`src/sv/fbfl_pkg.sv`:
```
`default_nettype none

package fbfl_pkg;

    localparam int MAX_BLOCKS   = 256;
    localparam int HEADER_BYTES = 12;

    localparam int ADDR_W  = 32;
    localparam int SIZE_W  = 17;
    localparam int COUNT_W = 9;
    localparam int IDX_W   = $clog2(MAX_BLOCKS);
    localparam int LINK_W  = IDX_W + 1;
    // dividend of the address-to-index divider; offset is below size * MAX_BLOCKS
    localparam int DIV_W   = SIZE_W + IDX_W;
    localparam int POOL_W  = SIZE_W + LINK_W;

    localparam logic [LINK_W-1:0] LINK_NULL = LINK_W'(MAX_BLOCKS);

    typedef enum logic [2:0] {
        STAT_OK    = 3'd0,
        STAT_EMPTY = 3'd1,
        STAT_RANGE = 3'd2,
        STAT_ALIGN = 3'd3,
        STAT_FREED = 3'd4
    } t_status;

    typedef enum logic [1:0] {
        CFG_BASE  = 2'd0,
        CFG_SIZE  = 2'd1,
        CFG_COUNT = 2'd2
    } t_cfg_index;

    typedef enum logic [3:0] {
        S_IDLE,
        S_ALLOC,
        S_ALLOC_ADDR,
        S_CHECK,
        S_DIV,
        S_WALK,
        S_LINK_NEW,
        S_LINK_PREV,
        S_RESULT
    } t_state;

    typedef struct packed {
        logic              clear;
        logic              rd_en;
        logic [IDX_W-1:0]  rd_idx;
        logic              wr_en;
        logic [IDX_W-1:0]  wr_idx;
        logic [LINK_W-1:0] wr_link;
    } t_link_req;

endpackage

`default_nettype wire

```
`src/sv/fbfl_link_ram.sv`:
```
`default_nettype none

module fbfl_link_ram (
    input  wire logic                            i_clk,
    input  wire logic                            i_rst_n,
    input  wire fbfl_pkg::t_link_req             i_req,
    input  wire logic [fbfl_pkg::LINK_W-1:0]     i_count,
    output logic      [fbfl_pkg::LINK_W-1:0]     o_link
);

    logic [fbfl_pkg::LINK_W-1:0] r_link_mem [fbfl_pkg::MAX_BLOCKS];
    logic [fbfl_pkg::MAX_BLOCKS-1:0] r_valid;
    logic [fbfl_pkg::LINK_W-1:0] r_rd_data;
    logic [fbfl_pkg::IDX_W-1:0]  r_rd_idx;
    logic                        r_rd_valid;
    logic [fbfl_pkg::LINK_W-1:0] rd_succ;

    always_ff @(posedge i_clk) begin
        if (i_req.wr_en) begin
            r_link_mem[i_req.wr_idx] <= i_req.wr_link;
        end
        if (i_req.rd_en) begin
            r_rd_data <= r_link_mem[i_req.rd_idx];
            r_rd_idx  <= i_req.rd_idx;
        end
    end

    // Entries not written since the last rebuild hold the address-ordered chain.
    always_ff @(posedge i_clk) begin
        if (!i_rst_n || i_req.clear) begin
            r_valid    <= '0;
            r_rd_valid <= 1'b0;
        end else begin
            if (i_req.wr_en) begin
                r_valid[i_req.wr_idx] <= 1'b1;
            end
            if (i_req.rd_en) begin
                r_rd_valid <= r_valid[i_req.rd_idx];
            end
        end
    end

    assign rd_succ = fbfl_pkg::LINK_W'(r_rd_idx) + fbfl_pkg::LINK_W'(1);

    always_comb begin
        if (r_rd_valid) begin
            o_link = r_rd_data;
        end else if (rd_succ < i_count) begin
            o_link = rd_succ;
        end else begin
            o_link = fbfl_pkg::LINK_NULL;
        end
    end

endmodule

`default_nettype wire

```
`src/sv/fbfl_div.sv`:
```
`default_nettype none

module fbfl_div (
    input  wire logic                            i_clk,
    input  wire logic                            i_rst_n,
    input  wire logic                            i_start,
    input  wire logic [fbfl_pkg::DIV_W-1:0]      i_dividend,
    input  wire logic [fbfl_pkg::SIZE_W:0]       i_divisor,
    output logic                                 o_done,
    output logic      [fbfl_pkg::IDX_W-1:0]      o_quotient,
    output logic                                 o_exact
);

    localparam int CNT_W = $clog2(fbfl_pkg::IDX_W + 1);

    logic                         r_busy;
    logic                         r_done;
    logic [CNT_W-1:0]             r_cnt;
    logic [fbfl_pkg::DIV_W-1:0]   r_rem;
    logic [fbfl_pkg::DIV_W-1:0]   r_dsr;
    logic [fbfl_pkg::IDX_W-1:0]   r_quo;
    logic                         fits;

    assign fits = (r_rem >= r_dsr);

    // restoring division, one quotient bit per cycle, MSB first
    always_ff @(posedge i_clk) begin
        if (!i_rst_n) begin
            r_busy <= 1'b0;
            r_done <= 1'b0;
        end else begin
            r_done <= 1'b0;
            if (i_start) begin
                r_busy <= 1'b1;
            end else if (r_busy && r_cnt == '0) begin
                r_busy <= 1'b0;
                r_done <= 1'b1;
            end
        end
    end

    always_ff @(posedge i_clk) begin
        if (i_start) begin
            r_rem <= i_dividend;
            r_dsr <= fbfl_pkg::DIV_W'(i_divisor) << (fbfl_pkg::IDX_W - 1);
            r_cnt <= CNT_W'(fbfl_pkg::IDX_W - 1);
            r_quo <= '0;
        end else if (r_busy) begin
            if (fits) begin
                r_rem <= r_rem - r_dsr;
            end
            r_quo <= {r_quo[fbfl_pkg::IDX_W-2:0], fits};
            r_dsr <= r_dsr >> 1;
            r_cnt <= r_cnt - CNT_W'(1);
        end
    end

    assign o_done     = r_done;
    assign o_quotient = r_quo;
    assign o_exact    = (r_rem == '0);

endmodule

`default_nettype wire

```
`src/sv/fixed_block_free_list_allocator.sv`:
```
// Fixed-size block pool allocator. Block i sits at base + 12 + i * S, S being the
// block size rounded up to four bytes. An allocate request (tuser 0) returns the
// lowest free block address with status 0, or status 1 when the pool is empty. A
// free request (tuser 1) returns address 0 and a status: 0 ok, 2 out of range, 3
// misaligned, 4 already free. A free that inserts a block walks past the k free
// blocks below the freed one (k at most 255); rejected frees finish sooner. A
// divider turns the offset into a block index, then the list walk reads the link
// RAM one entry per cycle. Requests are handled one at a time; a new request is
// taken while the previous result still waits at the output. Any write of registers
// 0 to 2 rebuilds the free list at once (no clearing pass); write configuration only
// while the block is idle.
`default_nettype none

module fixed_block_free_list_allocator (
    input  wire logic                            i_clk,
    input  wire logic                            i_rst_n,
    input  wire logic                            s_axis_tvalid,
    output logic                                 s_axis_tready,
    input  wire logic [31:0]                     s_axis_tdata,   // [31:0] block_address
    input  wire logic                            s_axis_tuser,   // [0] operation
    output logic                                 m_axis_tvalid,
    input  wire logic                            m_axis_tready,
    output logic      [31:0]                     m_axis_tdata,   // [31:0] result_address
    output logic      [2:0]                      m_axis_tuser,   // [2:0] status
    input  wire logic                            i_cfg_we,
    input  wire logic [1:0]                      i_cfg_index,
    input  wire logic [31:0]                     i_cfg_data
);

    localparam int ADDR_W = fbfl_pkg::ADDR_W;
    localparam int SIZE_W = fbfl_pkg::SIZE_W;
    localparam int LINK_W = fbfl_pkg::LINK_W;
    localparam int IDX_W  = fbfl_pkg::IDX_W;
    localparam int PROD_W = SIZE_W + IDX_W;

    fbfl_pkg::t_state  r_state, n_state;
    logic [ADDR_W-1:0]  r_base, n_base;
    logic [SIZE_W-1:0]  r_bsize, n_bsize;
    logic [fbfl_pkg::COUNT_W-1:0] r_bcount, n_bcount;
    logic [LINK_W-1:0]  r_head, n_head;
    logic [LINK_W-1:0]  r_cur, n_cur;
    logic [LINK_W-1:0]  r_prev, n_prev;
    logic               r_from_mem, n_from_mem;
    logic [IDX_W-1:0]   r_idx, n_idx;
    logic [ADDR_W-1:0]  r_off, n_off;
    logic [PROD_W-1:0]  r_prod, n_prod;
    logic [ADDR_W-1:0]  r_res_addr, n_res_addr;
    fbfl_pkg::t_status  r_res_status, n_res_status;
    logic               r_out_valid, n_out_valid;
    logic [ADDR_W-1:0]  r_out_addr, n_out_addr;
    fbfl_pkg::t_status  r_out_status, n_out_status;

    logic [SIZE_W-1:0]  size_nz;
    logic [SIZE_W:0]    size_up;
    logic [SIZE_W:0]    eff_size;
    logic [LINK_W-1:0]  eff_count;
    logic [LINK_W-1:0]  cfg_count;
    logic [fbfl_pkg::POOL_W-1:0] pool_bytes;
    logic [LINK_W-1:0]  link_rd;
    logic [LINK_W-1:0]  cur_w;
    fbfl_pkg::t_link_req link_req;
    logic               div_start;
    logic               div_done;
    logic [IDX_W-1:0]   div_quo;
    logic               div_exact;
    logic               out_free;

    // largest 17-bit size rounds up to 2^17, so the stride keeps one extra bit
    assign size_nz  = (r_bsize == '0) ? SIZE_W'(1) : r_bsize;
    assign size_up  = ({1'b0, size_nz} + (SIZE_W + 1)'(3)) & ~(SIZE_W + 1)'(3);
    assign eff_size = size_up;

    assign eff_count = (r_bcount > fbfl_pkg::COUNT_W'(fbfl_pkg::MAX_BLOCKS))
                     ? fbfl_pkg::LINK_NULL : LINK_W'(r_bcount);
    assign cfg_count = (i_cfg_data[fbfl_pkg::COUNT_W-1:0]
                        > fbfl_pkg::COUNT_W'(fbfl_pkg::MAX_BLOCKS))
                     ? fbfl_pkg::LINK_NULL : LINK_W'(i_cfg_data[fbfl_pkg::COUNT_W-1:0]);

    assign pool_bytes = fbfl_pkg::POOL_W'(eff_size) * fbfl_pkg::POOL_W'(eff_count);
    assign cur_w      = r_from_mem ? link_rd : r_cur;
    assign out_free   = !r_out_valid || m_axis_tready;

    fbfl_link_ram u_link_ram (
        .i_clk   (i_clk),
        .i_rst_n (i_rst_n),
        .i_req   (link_req),
        .i_count (eff_count),
        .o_link  (link_rd)
    );

    fbfl_div u_div (
        .i_clk      (i_clk),
        .i_rst_n    (i_rst_n),
        .i_start    (div_start),
        .i_dividend (r_off[fbfl_pkg::DIV_W-1:0]),
        .i_divisor  (eff_size),
        .o_done     (div_done),
        .o_quotient (div_quo),
        .o_exact    (div_exact)
    );

    always_comb begin
        n_state      = r_state;
        n_base       = r_base;
        n_bsize      = r_bsize;
        n_bcount     = r_bcount;
        n_head       = r_head;
        n_cur        = r_cur;
        n_prev       = r_prev;
        n_from_mem   = r_from_mem;
        n_idx        = r_idx;
        n_off        = r_off;
        n_prod       = r_prod;
        n_res_addr   = r_res_addr;
        n_res_status = r_res_status;
        n_out_valid  = r_out_valid && !m_axis_tready;
        n_out_addr   = r_out_addr;
        n_out_status = r_out_status;
        link_req     = '0;
        div_start    = 1'b0;
        s_axis_tready = (r_state == fbfl_pkg::S_IDLE);

        unique case (r_state)
            fbfl_pkg::S_IDLE: begin
                if (s_axis_tvalid) begin
                    n_res_addr   = '0;
                    n_res_status = fbfl_pkg::STAT_OK;
                    n_off = s_axis_tdata - r_base - ADDR_W'(fbfl_pkg::HEADER_BYTES);
                    n_state = s_axis_tuser ? fbfl_pkg::S_CHECK : fbfl_pkg::S_ALLOC;
                end
            end
            fbfl_pkg::S_ALLOC: begin
                if (r_head == fbfl_pkg::LINK_NULL) begin
                    n_res_status = fbfl_pkg::STAT_EMPTY;
                    n_state      = fbfl_pkg::S_RESULT;
                end else begin
                    link_req.rd_en  = 1'b1;
                    link_req.rd_idx = r_head[IDX_W-1:0];
                    n_prod  = PROD_W'(r_head[IDX_W-1:0]) * PROD_W'(eff_size);
                    n_state = fbfl_pkg::S_ALLOC_ADDR;
                end
            end
            fbfl_pkg::S_ALLOC_ADDR: begin
                n_head     = link_rd;
                n_res_addr = r_base + ADDR_W'(fbfl_pkg::HEADER_BYTES) + ADDR_W'(r_prod);
                n_state    = fbfl_pkg::S_RESULT;
            end
            fbfl_pkg::S_CHECK: begin
                if (r_off >= ADDR_W'(pool_bytes)) begin
                    n_res_status = fbfl_pkg::STAT_RANGE;
                    n_state      = fbfl_pkg::S_RESULT;
                end else begin
                    div_start = 1'b1;
                    n_state   = fbfl_pkg::S_DIV;
                end
            end
            fbfl_pkg::S_DIV: begin
                if (div_done) begin
                    if (!div_exact) begin
                        n_res_status = fbfl_pkg::STAT_ALIGN;
                        n_state      = fbfl_pkg::S_RESULT;
                    end else begin
                        n_idx      = div_quo;
                        n_cur      = r_head;
                        n_prev     = fbfl_pkg::LINK_NULL;
                        n_from_mem = 1'b0;
                        n_state    = fbfl_pkg::S_WALK;
                    end
                end
            end
            fbfl_pkg::S_WALK: begin
                // null compares above every index, so one compare ends the walk
                if (cur_w >= {1'b0, r_idx}) begin
                    n_cur = cur_w;
                    if (cur_w == {1'b0, r_idx}) begin
                        n_res_status = fbfl_pkg::STAT_FREED;
                        n_state      = fbfl_pkg::S_RESULT;
                    end else begin
                        n_state = fbfl_pkg::S_LINK_NEW;
                    end
                end else begin
                    link_req.rd_en  = 1'b1;
                    link_req.rd_idx = cur_w[IDX_W-1:0];
                    n_prev     = cur_w;
                    n_from_mem = 1'b1;
                end
            end
            fbfl_pkg::S_LINK_NEW: begin
                link_req.wr_en   = 1'b1;
                link_req.wr_idx  = r_idx;
                link_req.wr_link = r_cur;
                n_state = fbfl_pkg::S_LINK_PREV;
            end
            fbfl_pkg::S_LINK_PREV: begin
                if (r_prev == fbfl_pkg::LINK_NULL) begin
                    n_head = {1'b0, r_idx};
                end else begin
                    link_req.wr_en   = 1'b1;
                    link_req.wr_idx  = r_prev[IDX_W-1:0];
                    link_req.wr_link = {1'b0, r_idx};
                end
                n_state = fbfl_pkg::S_RESULT;
            end
            fbfl_pkg::S_RESULT: begin
                if (out_free) begin
                    n_out_valid  = 1'b1;
                    n_out_addr   = r_res_addr;
                    n_out_status = r_res_status;
                    n_state      = fbfl_pkg::S_IDLE;
                end
            end
            default: begin
                n_state = fbfl_pkg::S_IDLE;
            end
        endcase

        // a write of registers 0 to 2 rebuilds the whole chain
        if (i_cfg_we) begin
            priority if (i_cfg_index == fbfl_pkg::CFG_BASE) begin
                n_base        = i_cfg_data;
                link_req.clear = 1'b1;
                n_head = (eff_count != '0) ? '0 : fbfl_pkg::LINK_NULL;
            end else if (i_cfg_index == fbfl_pkg::CFG_SIZE) begin
                n_bsize       = i_cfg_data[SIZE_W-1:0];
                link_req.clear = 1'b1;
                n_head = (eff_count != '0) ? '0 : fbfl_pkg::LINK_NULL;
            end else if (i_cfg_index == fbfl_pkg::CFG_COUNT) begin
                n_bcount      = i_cfg_data[fbfl_pkg::COUNT_W-1:0];
                link_req.clear = 1'b1;
                n_head = (cfg_count != '0) ? '0 : fbfl_pkg::LINK_NULL;
            end else begin
                n_base = r_base;
            end
        end
    end

    always_ff @(posedge i_clk) begin
        if (!i_rst_n) begin
            r_state     <= fbfl_pkg::S_IDLE;
            r_base      <= '0;
            r_bsize     <= SIZE_W'(4);
            r_bcount    <= fbfl_pkg::COUNT_W'(256);
            r_head      <= '0;
            r_from_mem  <= 1'b0;
            r_out_valid <= 1'b0;
        end else begin
            r_state     <= n_state;
            r_base      <= n_base;
            r_bsize     <= n_bsize;
            r_bcount    <= n_bcount;
            r_head      <= n_head;
            r_from_mem  <= n_from_mem;
            r_out_valid <= n_out_valid;
        end
    end

    always_ff @(posedge i_clk) begin
        r_cur        <= n_cur;
        r_prev       <= n_prev;
        r_idx        <= n_idx;
        r_off        <= n_off;
        r_prod       <= n_prod;
        r_res_addr   <= n_res_addr;
        r_res_status <= n_res_status;
        r_out_addr   <= n_out_addr;
        r_out_status <= n_out_status;
    end

    assign m_axis_tvalid = r_out_valid;
    assign m_axis_tdata  = r_out_addr;
    assign m_axis_tuser  = r_out_status;

`ifndef SYNTHESIS
    a_head_in_pool: assert property (@(posedge i_clk) disable iff (!i_rst_n)
        (r_head == fbfl_pkg::LINK_NULL) || (r_head < eff_count))
        else $error("free list head outside the pool");

    a_index_in_pool: assert property (@(posedge i_clk) disable iff (!i_rst_n)
        (div_done && div_exact) |-> ({1'b0, div_quo} < eff_count))
        else $error("divider index beyond block count");

    a_walk_ordered: assert property (@(posedge i_clk) disable iff (!i_rst_n)
        (r_state == fbfl_pkg::S_WALK && r_from_mem) |-> (cur_w > r_prev))
        else $error("free list not in address order");

    a_single_access: assert property (@(posedge i_clk) disable iff (!i_rst_n)
        !(link_req.rd_en && link_req.wr_en))
        else $error("link RAM read and write in one cycle");
`endif

endmodule

`default_nettype wire
```
`config.mk`:
```
export PLATFORM = sky130hd
export DESIGN_NAME = fixed_block_free_list_allocator
export DESIGN_NICKNAME = d
export VERILOG_FILES = /design/src/sv/fbfl_pkg.sv /design/src/sv/fbfl_link_ram.sv /design/src/sv/fbfl_div.sv /design/src/sv/fixed_block_free_list_allocator.sv
export SDC_FILE = /design/constraint.sdc
export NUM_CORES = 2
export LEC_CHECK = 0
export ABC_AREA = 1
export BUFFER_PORTS_ARGS = -buffer_cell sky130_fd_sc_hd__buf_2
export CAP_MARGIN = 40
export CORE_UTILIZATION = 25
export CTS_CLUSTER_DIAMETER = 40
export CTS_CLUSTER_SIZE = 30
export DETAILED_ROUTE_END_ITERATION = 8
export SYNTH_ARGS = -nofsm -noshare
export SYNTH_HDL_FRONTEND = slang
export SYNTH_SLANG_ARGS = --single-unit
```
`constraint.sdc`:
```
create_clock -name i_clk -period 20 [get_ports i_clk]
set_clock_uncertainty 0.1 [all_clocks]
set_input_delay 1 -clock i_clk [delete_from_list [all_inputs] [get_ports i_clk]]
set_output_delay 1 -clock i_clk [all_outputs]
set_load 0.03 [all_outputs]
```
== Yosys cells after proc, flatten, opt, wreduce, memory -nomap -nowiden ==
Memories as Yosys holds them, arrays and structs flattened. A register that Yosys moved wholly into a read port is not among the register bits.
Index checks and enable logic that the tools add are counted.

* Bits in registers: 553
* Bits in latches: 0
* Memory bits (writable): 2304
* Memory bits (read-only): 0
* Output and inout bits: 37
* Word-level logic and storage cells: 183
* Memories kept: 1

{| class="wikitable"
|+ Memory list
! memory !! depth !! bits a word !! read ports !! clocked after Yosys merged registers in !! write ports !! RTL line !! RTL
|-
| u_link_ram.r_link_mem || 256 || 9 || 1 || 1 || 1 || fbfl_link_ram.sv:11 || <nowiki>logic [fbfl_pkg::LINK_W-1:0] r_link_mem [fbfl_pkg::MAX_BLOCKS];</nowiki>
|}

* Add/sub/neg operators: 8
* $mul: 2
* Divide/modulo/power cells: 0
* $lt $le $gt $ge: 9
* Equal/unequal tests: 23
* Shift operators: 0
* Mux-type cells: 73
* Bitwise operators: 5
* Reductions and logical operators: 36

{| class="wikitable"
|+ Operator list
! operator !! count
|-
| $or 256x256->256 || 1
|-
| $mux 9 || 20
|-
| $mux 25 || 5
|-
| $pmux 9 s2 || 4
|-
| $pmux 32 s2 || 1
|-
| $pmux 18 s2 || 1
|-
| $add 32x25->32 || 1
|-
| $add 32x4->32 const B || 1
|-
| $ge 32x26->1 || 1
|-
| $mux 32 || 1
|-
| $mux 4 || 8
|-
| $pmux 4 s8 || 1
|-
| $sub 32x32->32 || 1
|-
| $sub 32x4->32 const B || 1
|-
| $ge 25x25->1 || 1
|-
| $logic_not 25->1 || 1
|-
| $sub 25x25->25 || 1
|-
| $mul 16x9->24 || 1
|-
| $mul 8x16->23 || 1
|-
| $mux 3 || 7
|-
| $add 17x2->18 const B || 1
|-
| $eq 9x9->1 const B || 2
|-
| $gt 9x9->1 const B || 2
|-
| $lt 8x9->1 const B || 2
|-
| other kinds (37) || 90
|}

== Depth between registers and ports, before layout ==
* Depth in word-level cells: 11
* Gate-level depth with buffers: 55
* Depth with buffers taken out: 55

== Cells and area by module ==
Synthesis repeated with hierarchy kept, for this count alone.

* Cells, all modules: 12144
* Area total of the unflattened synthesis: 128903.6 um^2

{| class="wikitable"
|+ Modules (own cells, without submodules)
! module !! instances !! cells an instance !! area an instance (um^2)
|-
| fbfl_link_ram || 1 || 8745 || 102445.8
|-
| fixed_block_free_list_allocator || 1 || 2730 || 21906.0
|-
| fbfl_div || 1 || 669 || 4551.9
|}

== Least setup slack after synthesis ==
Ideal clock, no wire load.

* Path kind: register to register
* Start point: register r_state[2]
* End point: memory u_link_ram.r_link_mem[0][1] (netlist bit), data pin
* Arrival: 11329 ps
* Setup slack: 6383 ps
* Cell stages (with the launch flop): 10
* Period minus slack after synthesis: 13617 ps
* Cell sequence: dfxtp_1 inv_1 nor2_1 inv_2 nor2_1 clkinv_1 nor2_1 inv_1 clkbuf_1 o21ai_0

{| class="wikitable"
|+ RTL lines
! element !! RTL line !! RTL
|-
| start, declared || fixed_block_free_list_allocator.sv:36 || <nowiki>fbfl_pkg::t_state r_state, n_state;</nowiki>
|-
| start signal, assigned || fixed_block_free_list_allocator.sv:239 || <nowiki>r_state <= fbfl_pkg::S_IDLE;</nowiki>
|-
| start signal, assigned || fixed_block_free_list_allocator.sv:247 || <nowiki>r_state <= n_state;</nowiki>
|-
| end, declared || fbfl_link_ram.sv:11 ||
|}

== Worst setup path in the final report ==
* Start point: register r_bcount[8] (netlist bit)
* End point: register u_link_ram.r_rd_data[6] (netlist bit), read port of u_link_ram.r_link_mem, data pin

* Longest elaborated chain between the ends: 9

{| class="wikitable"
|+ RTL lines
! element !! RTL line !! RTL
|-
| start, declared || fixed_block_free_list_allocator.sv:39 || <nowiki>logic [fbfl_pkg::COUNT_W-1:0] r_bcount, n_bcount;</nowiki>
|-
| start signal, assigned || fixed_block_free_list_allocator.sv:242 || <nowiki>r_bcount <= fbfl_pkg::COUNT_W'(256);</nowiki>
|-
| start signal, assigned || fixed_block_free_list_allocator.sv:250 || <nowiki>r_bcount <= n_bcount;</nowiki>
|-
| $gt 9x9->1 || fixed_block_free_list_allocator.sv:73 || <nowiki>assign eff_count = (r_bcount > fbfl_pkg::COUNT_W'(fbfl_pkg::MAX_BLOCKS))</nowiki>
|-
| $mux 9 * || fixed_block_free_list_allocator.sv:74 || <nowiki>? fbfl_pkg::LINK_NULL : LINK_W'(r_bcount);</nowiki>
|-
| $lt 9x9->1 * || fbfl_link_ram.sv:48 || <nowiki>end else if (rd_succ < i_count) begin</nowiki>
|-
| $mux 9 * || fbfl_link_ram.sv:48 ||
|-
| $mux 9 * || fbfl_link_ram.sv:46 || <nowiki>if (r_rd_valid) begin</nowiki>
|-
| $mux 9 * || fixed_block_free_list_allocator.sv:80 || <nowiki>assign cur_w = r_from_mem ? link_rd : r_cur;</nowiki>
|-
| via cur_w[4] || fixed_block_free_list_allocator.sv:60 || <nowiki>logic [LINK_W-1:0] cur_w;</nowiki>
|-
| $ge 9x8->1 || fixed_block_free_list_allocator.sv:173 || <nowiki>if (cur_w >= {1'b0, r_idx}) begin</nowiki>
|-
| $mux 9 * || fixed_block_free_list_allocator.sv:173 ||
|-
| $pmux 9 s2 * || fixed_block_free_list_allocator.sv:123 || <nowiki>unique case (r_state)</nowiki>
|-
| end, declared || fbfl_link_ram.sv:13 || <nowiki>logic [fbfl_pkg::LINK_W-1:0] r_rd_data;</nowiki>
|}

The timed path passes the listed nets; every way through them passes the cells marked *.
A chain may end at the register's enable or synchronous reset.

==> flow_summary.ini <==
[route]
via_per_inst = 4.74
ant_nets = 0
drc = 0
num_vias = 89207
wl_um = 368000
firstDrtPassIters = 5
wl_per_cell_um = 19.5
first_iter_violations = 9977

[floorplanning]
die_y_um = 719
die_area_um2 = 517000
row_count = 262
pin_count = 109
die_w_um = 719
start_util = 0.252
coreArea_um2 = 510000

[clock_tree]
post-cts-setup-buffers = 0
clock_latency_ns = 0.97
cts_buffers = 365
cts-htree-levels = 5
clkTransAtPathRegs_ns = 0.06
cts_buffer_depth = 4
ctsResizeCount = 0
cts_tree = done
clockRootBuffer = clkbuf_16
ctsHoldBuffers = 0
cts.sinks = 2866

[logic_synthesis]
ys_seq_area_frac = 0.643
ys.flop_type = edfxtp_1
synth_edf_count = 2513
synth_cells = 11583
ys_ff_latch = 2866
avgSynthCellArea_um2 = 11.1
synth_cell_types = 59
synth_nets = 12099
synth_area_um2 = 128000
ys_async_sr_fraction = 0
yosysWarnings = 0

[layout]
multiInputGateArea_um2 = 40000
seq_area_um2 = 82500
design_area_um2 = 151000
post-route-util = 0.295
syn_to_final_growth_pct = 17.3
layout-drive-gt1-share = 0.117
fill_cells = 51613
layout.nets = 12270

[worst_setup_path]
crit_top_cell = nand3_1
worstPathRequired_ns = 20.71
rr_endpoint = u_link_ram.r_rd_data[6]
endpoint = u_link_ram.r_rd_data[6]
slowest_delay_ns = 0.80
cp_max_fo = 96
cpMaxStageDelayCell = buf_4
crit_path_end_kind = flip-flop
r2r_cells = 39
r2r_start = r_bcount[8]
worstPathArrival_ns = 11.06
critPathLaunchType = flip-flop
r2r_slack_ns = 9.66
criticalPathCategory = flip-flop to flip-flop
startpoint = r_bcount[8]

[placement]
place_hpwl_um = 226000
gp_congestion = 0.868
port_buffers = 108
placed_area_um2 = 138000

[sta]
setup_viol = 0
fin_crit_ns = 10.34
max_freq_mhz = 96.7
period_share = 0.517
slew_headroom = 0.278
slew_violations = 0
setup-tns-final_ns = 0
tightest_slew_ns = 1.08
hold_violations = 0
rsz0062_at_grt = false

[hold_path]
hold_path.class = primary input to flip-flop
holdPathStages = 3

[grt]
grt_usage = 0.136
gr-total-overflow = 0
grt_max_degree = 190
met1_usage = 0.190
grt_most_used_layer = met2
use_met3 = 0.0207
grt_pass1_wl_um = 549000
grt_pass1_vias = 84656
antenna_found_initial = 12
grt_use_met2 = 0.217

[power_and_ir_drop]
ir_drop_v = 0.0000722
p_leak_nw = 48.0
cellPowerDensity_nw_per_um2 = 94.3

[run]
cap_violations = 0

[run_status]
status = finished clean
## critical path: cells and delay by family, from the launching register on
family | cells | cell delay [ns]
AOI/OAI and AO/OA | 5 | 1.15
adders and majority gates | 2 | 0.63
buffers and inverters | 9 | 3.86
DFF | 1 | 0.49
and+or+nand+nor | 23 | 3.89
## cells in the mapped netlist, drive strengths merged, types with 16 or more instances
| cell | instances | share of area |
|---|---|---|
| o21a | 16 | 0.00094 |
| nand3b | 60 | 0.0035 |
| o22ai | 17 | 0.00083 |
| a21oi | 226 | 0.0088 |
| inv | 743 | 0.022 |
| nand4 | 21 | 0.0010 |
| xnor2 | 41 | 0.0028 |
| dfxtp | 353 | 0.055 |
| buf | 376 | 0.016 |
| o211ai | 606 | 0.035 |
| ha | 260 | 0.025 |
| nor2 | 2655 | 0.078 |
| clkbuf | 319 | 0.0094 |
| nor3 | 16 | 0.00062 |
| o21ai | 1350 | 0.053 |
| a211oi | 27 | 0.0016 |
| nand3 | 835 | 0.033 |
| nand2 | 613 | 0.018 |
| edfxtp | 2513 | 0.59 |
| xor2 | 63 | 0.0043 |
| or2 | 199 | 0.0097 |
| fa | 184 | 0.029 |
## worst min path at each step
stage               slack [ns]          endpoint           start
floorplan                 0.30   m_axis_tdata[0]   r_res_addr[0]
global placement          0.30  m_axis_tdata[31]  r_res_addr[31]
detailed placement        0.30  m_axis_tdata[10]  r_res_addr[10]
CTS                       0.24        r_base[23]  i_cfg_data[23]
global route              0.32  m_axis_tdata[18]  r_res_addr[18]
finish                    0.31        r_base[23]  i_cfg_data[23]
## metal layers
layer | up-vias | share of wire
li1 | 41050 | -
met1 | 43918 | 0.43
met2 | 3647 | 0.46
met3 | 580 | 0.080
met4 | 12 | 0.029
met5 | - | 0.00021
## cell type report
class                   instances  area share
inverters                     756      0.0191
flip-flops and latches       2866       0.548
repair buffers                500      0.0278
clock inverters               265      0.0198
clock buffers                 419      0.0636
diodes                          6   0.0000997
well taps                    6732      0.0559
multi-input cells            7265       0.266
## report_power, final
group          internal, W  switching (W)
Sequential         0.00654      0.0000744
Combinational     0.000251       0.000604
Clock              0.00398        0.00275
## placed cells by master, fill, tap and decap left out, types with 19 or more instances in the layout
cell	netlist	routed
a211oi_1	27	27
a21oi_1	226	223
buf_16	0	19
buf_2	285	109
buf_4	50	322
buf_6	12	33
bufinv_16	0	35
clkbuf_1	313	38
clkbuf_16	0	373
clkinv_1	13	40
clkinv_2	0	38
clkinv_4	0	39
clkinvlp_4	0	42
dfxtp_1	353	352
edfxtp_1	2513	2513
fa_1	184	184
ha_1	260	260
inv_1	725	707
inv_2	17	31
inv_6	0	54
nand2_1	605	604
nand3_1	833	833
nand3b_1	60	60
nand4_1	21	21
nor2_1	2626	2623
nor2_2	21	23
o211ai_1	606	606
o21ai_0	1204	1200
o21ai_1	144	144
or2_2	199	199
xnor2_1	41	41
xor2_1	63	63
## per-stage QoR
step	power [W]	worst slack (ns)	hold slack, ns	instances
after floorplan	0.00726	6.38	0.300	11583
after detailed placement	0.00758	9.75	0.305	18117
after CTS	0.0143	9.80	0.244	18801
final	0.0142	9.66	0.307	18809
after global placement	0.00756	8.94	0.302	17867
after global routing	0.0146	8.90	0.320	18804
## sequential cells by signal, summed over array words and instances (netlist names), 17 cells and up
signal	count
m_axis_tdata	32
r_prod	23
u_link_ram.r_link_mem	2304
r_res_addr	32
r_base	32
r_bsize	17
u_link_ram.r_valid	256
r_off	32
u_div.r_dsr	25
u_div.r_rem	25
## logic make-up (layout without fill, tap and decap cells)
family,count (synthesis),after routing,synth area share
other cells,0,6,0
flops,2866,2866,0.643
fa+ha+maj,444,444,0.0540
compound gates,2302,2302,0.104
buf+inv,1452,1940,0.0476
simple gates,4415,4415,0.145
xor+xnor,104,104,0.00709
Note: power is estimated with default switching activity, not from simulation.
